===== src/rtl/mfb_pkg.sv =====
`timescale 1ns / 1ps
// shared constants, types and codes for the mono frame buffer
package mfb_pkg;

	localparam int MAX_WIDTH_BYTES = 16;
	localparam int MAX_ROWS        = 64;
	localparam int BANK_BYTES      = MAX_WIDTH_BYTES * MAX_ROWS;
	localparam int OFS_W           = $clog2(BANK_BYTES);
	localparam int ADDR_W          = OFS_W + 1;
	localparam int DEPTH           = 2 * BANK_BYTES;
	localparam int CNT_W           = $clog2(BANK_BYTES + 1);
	localparam int ROW_W           = (MAX_ROWS > 1) ? $clog2(MAX_ROWS) : 1;

	localparam int WB_W    = 5;
	localparam int HR_W    = 7;
	localparam int CFG_W   = 7;
	localparam int CIDX_W  = 2;
	localparam int COORD_W = 16;

	localparam logic [CIDX_W-1:0] REG_WIDTH_BYTES = 2'd0;
	localparam logic [CIDX_W-1:0] REG_HEIGHT_ROWS = 2'd1;
	localparam logic [CIDX_W-1:0] REG_DOUBLE_BUF  = 2'd2;

	typedef enum logic [2:0] {
		OP_BLACK = 3'd0,
		OP_WHITE = 3'd1,
		OP_FLIP  = 3'd2,
		OP_READ  = 3'd3,
		OP_SWAP  = 3'd4,
		OP_CLEAR = 3'd5
	} op_t;

	typedef enum logic [1:0] {
		ST_INIT,
		ST_IDLE,
		ST_RMW,
		ST_CLEAR
	} state_t;

	// decoded pixel command
	typedef struct packed {
		logic             ok;
		logic [OFS_W-1:0] ofs;
		logic [2:0]       bit_sel;
		logic [CNT_W-1:0] clr_len;
	} cmd_t;

endpackage


===== src/rtl/mfb_decode.sv =====
`timescale 1ns / 1ps
// range check, byte offset and clear length from coordinates and geometry
module mfb_decode
	import mfb_pkg::*;
(
	input  logic [WB_W-1:0]    width_bytes,
	input  logic [HR_W-1:0]    height_rows,
	input  logic [COORD_W-1:0] x_coord,
	input  logic [COORD_W-1:0] y_coord,
	output cmd_t               cmd
);

	logic [WB_W-1:0] w_eff;
	logic [HR_W-1:0] h_eff;
	logic            x_ok;
	logic            y_ok;
	logic [15:0]     row_ofs;
	logic [15:0]     area;

	always_comb begin
		w_eff = (32'(width_bytes) > MAX_WIDTH_BYTES) ? WB_W'(MAX_WIDTH_BYTES) : width_bytes;
		h_eff = (32'(height_rows) > MAX_ROWS) ? HR_W'(MAX_ROWS) : height_rows;
		// negative coordinates fail on the sign bit
		x_ok = !x_coord[COORD_W-1] && (x_coord[COORD_W-2:0] < 15'({w_eff, 3'b000}));
		y_ok = !y_coord[COORD_W-1] && (y_coord[COORD_W-2:0] < 15'(h_eff));
		row_ofs = 16'(y_coord[ROW_W-1:0]) * 16'(w_eff);
		area    = 16'(w_eff) * 16'(h_eff);
		cmd.ok      = x_ok && y_ok;
		cmd.ofs     = OFS_W'(row_ofs + 16'(x_coord[COORD_W-2:3]));
		cmd.bit_sel = x_coord[2:0];
		cmd.clr_len = (32'(area) > BANK_BYTES) ? CNT_W'(BANK_BYTES) : CNT_W'(area);
	end

endmodule


===== config.mk =====
export PLATFORM = sky130hd
export DESIGN_NAME = mfb_decode
export DESIGN_NICKNAME = d
export VERILOG_FILES = /design/src/rtl/mfb_pkg.sv /design/src/rtl/mfb_decode.sv
export SDC_FILE = /design/constraint.sdc
export NUM_CORES = 1
export LEC_CHECK = 0
export BUFFER_PORTS_ARGS = -buffer_cell sky130_fd_sc_hd__clkbuf_2
export CAP_MARGIN = 20
export CORE_MARGIN = 2
export CORE_UTILIZATION = 51
export DETAILED_ROUTE_END_ITERATION = 8
export GPL_ROUTABILITY_DRIVEN = 1
export GPL_TIMING_DRIVEN = 0
export PLACE_DENSITY = 0.81
export SLEW_MARGIN = 10
export SYNTH_ARGS = -nofsm -noshare
export SYNTH_HDL_FRONTEND = slang
export SYNTH_SLANG_ARGS = --single-unit

===== constraint.sdc =====
create_clock -name vclk -period 6.35
set_input_delay 1.27 -clock vclk [all_inputs]
set_output_delay 1.27 -clock vclk [all_outputs]
set_load 0.05 [all_outputs]

==> impl_results.md <==
* Run status: finished, violations left
* Failing checks: negative setup slack
* Die width at 75.01 microns
* Seq pwr share at 0
* Fmax at 151.7 MHz
* Worst setup margin at -0.2424 ns
* DR WL/cell at 15.35 microns
* First-pass GRT wire length at approximately 12 mm
* Mean Syn Cell Area at 7.911 sq um
* Top post-synthesis cells by area: fa_1 (27%), ha_1 (22%), inv_1 (7.7%)
* Logic pwr share at 1.000
* Sw Share at 0.6152
* Placed insts at 457
* Clk pwr share at 0
* Final setup violation count at 11
* Vias at approximately 2,600
* Seq/Total Area, Yosys at 0
* CP dominant cell by count: fa_1
* Crit-path cells: clkbuf_16 -> nor2b_4 -> inv_4 -> nor2_4 -> fa_1 -> fa_1 -> inv_1 -> fa_1 -> inv_2 -> ha_4 -> or4_4 -> a21oi_4 -> o21a_1 -> nor2_2 -> or3_4 -> buf_12 -> and3b_2 -> buf_8
* Cell with the most instances after synthesis: inv_1
* Post-synthesis xor/xnor area fraction at 0.04088
* Ports at 69
* Yosys top cell area share at 0.2725
* Crit. End Element: output port
* Fin crit share at 1.038
* Share of cells above drive strength 1 at 0.3956
* Row count at 25
* Leading area contributor after synthesis: fa_1
* Vias in the first global route at 2,687
* Maxcap violations at 0
* YS warnings at 0
* GR Overflow Total at 0
* Synth Area in Simple Gates at 0.2394
* VDD IR max at 0.0001377 V
* CLK BUF at 0
* Crit start category: input pin
* Pint at around 210 uW
* Switching Power at around 340 uW
* Mux share of post-synthesis cell area at 0
* Slew @ Worst Pin at slightly below 0.4 ns
* Buffers and inverters on the worst path at 6
* Initial Util at 0.5373
* Die Y at 75.01 microns
* Number of antenna diodes at 0
* Hold Path Class: input pin to output port
* Largest family of logic cells by synthesized area: adder cells
* Synth Cell Area at approximately 2600 sq um
* Top delay family on crit path: adder cells
* Nets at 534
* Layout area overhead at 45.01%
* Storage element area at 0 sq um
* Syn nets at 450
* Overall power at around 550 uW
* GRT Overall Usage at 0.2691
* Sequential cells at 0
* Post-synth top cells: inv_1 (53), ha_1 (46), fa_1 (35), nor2_1 (33), nand2_1 (30)
* Final TNS setup at -1.690 ns
* Hold endpoint: cmd[12]
* Via density at around 5.5
* Remaining antenna violation count at 0
* Hold depth at 2
* Detail Placement HPWL at roughly 5.3 mm
* Worst path arrival time at around 5.3 ns
* Crit-path max FO at 6
* Placer Congestion at slightly below 0.9
* Slowest stage delay, CP at approximately 0.55 ns
* IO Port Bufs at 65
* Post-synthesis adder-cell area fraction at 0.4964
* Die ar. at roughly 5600 sq um
* Post-synthesis compound-gate area fraction at 0.1265
* Minimum clock period at 6.592 ns
* DRC Markers at 0
* Final Non-Filler Cells at around 470
* Multi-input logic area at 2721 sq um
* Total core area at 4786 sq um
* Cell variety after synth at 43
* Largest net degree at the start of global routing at 11
* Final wirelength at 7.277 mm
* Worst path slowest cell: fa_1
* RSZ-0062 raised after global routing: true
* Final hold viol count at 0
* Antenna violations before repair at 0
* 1st-pass router iterations at 4
* Power Density at 146.7 nW/um^2
* Initial drt markers at around 140
* Data required, critical path at around 5 ns
* Slew Viols, Final at 0
* Lkg Pwr at between 0.0015 and 0.002 uW
* WS Path Type: input pin to output port
* Fillers at approximately 330
* Mapped Cells at 325
* Slew HR at 0.7328
* HP Start: x_coord[1]
power groups by stage:
| stage | sequential, uW | combinational (uW) | clock, uW |
|---|---|---|---|
| 2_1_floorplan | 0 | 375 | 0 |
| 3_3_place_gp | 0 | 456 | 0 |
| 3_5_place_dp | 0 | 467 | 0 |
| 4_1_cts | 0 | 518 | 0 |
| 5_1_grt | 0 | 589 | 0 |
| 6_report | 0 | 547 | 0 |
routing by layer:
| metal | share of wire | global-route usage | wire [microns] |
|---|---|---|---|
| met5 | 0 | 0 | 0 |
| met1 | 0.42 | 0.3609 | 3084 |
| met2 | 0.51 | 0.4873 | 3680 |
| met3 | 0.060 | 0.01606 | 436 |
| met4 | 0.010 | 0.04167 | 75 |
logic make-up after synthesis:
group / Yosys count
buf+inv: 63
compound gates: 46
fa+ha+maj: 81
simple gates: 123
xor+xnor: 12
worst max path at each step:
stage	from	endpoint	slack (ns)	depth (start not counted)
floorplan	height_rows[6]	cmd[5]	0.001	17
global route	width_bytes[4]	cmd[6]	-0.41	18
detailed placement	width_bytes[4]	cmd[6]	-0.59	17
finish	width_bytes[4]	cmd[5]	-0.24	18
global placement	width_bytes[4]	cmd[6]	-0.53	17
CTS	width_bytes[4]	cmd[6]	-0.26	17
layout by cell type, fill, tap and decap left out, drive strengths merged, types with 2 or more instances in the layout:
cell type | netlist | layout
clkbuf | 5 | 58
inv | 53 | 52
ha | 46 | 46
fa | 35 | 35
nor2 | 33 | 33
buf | 4 | 33
nand2 | 30 | 30
and2 | 18 | 18
a21oi | 12 | 12
nor2b | 11 | 11
xnor2 | 9 | 9
o21a | 9 | 9
nor4 | 7 | 7
nand3 | 5 | 5
nand2b | 4 | 4
a21o | 4 | 4
o21ai | 4 | 4
nor3 | 4 | 4
xor2 | 3 | 3
a211o | 3 | 3
or3 | 3 | 3
o211ai | 3 | 3
a311oi | 2 | 2
cell type report:
cell class | count | area share
timing repair buffer | 83 | 0.1594
multi-input combinational | 262 | 0.7299
buffer | 8 | 0.02752
inverter | 54 | 0.06074
tap | 67 | 0.02248
per-stage QoR:
stage / hold slack [ns] / area (sq um) / setup slack, ns / utilization
finish: 2.867 / 3729 / -0.2424 / 0.7791
global route: 2.874 / 3729 / -0.4127 / 0.7791
CTS: 2.868 / 3617 / -0.2564 / 0.7558
detailed placement: 2.868 / 3238 / -0.5922 / 0.6766
global placement: 2.868 / 3238 / -0.5271 / 0.6766
floorplan: 2.707 / 2829 / 0.001121 / -
repair_timing:
item | CTS | global route
setup endpoints to repair | 13 | 14
hold buffers | 0 | 0
resized for setup | 57 | 31
buffers inserted | 15 | 4
pin swaps | 12 | 20
(Power assumes the default switching activity.)
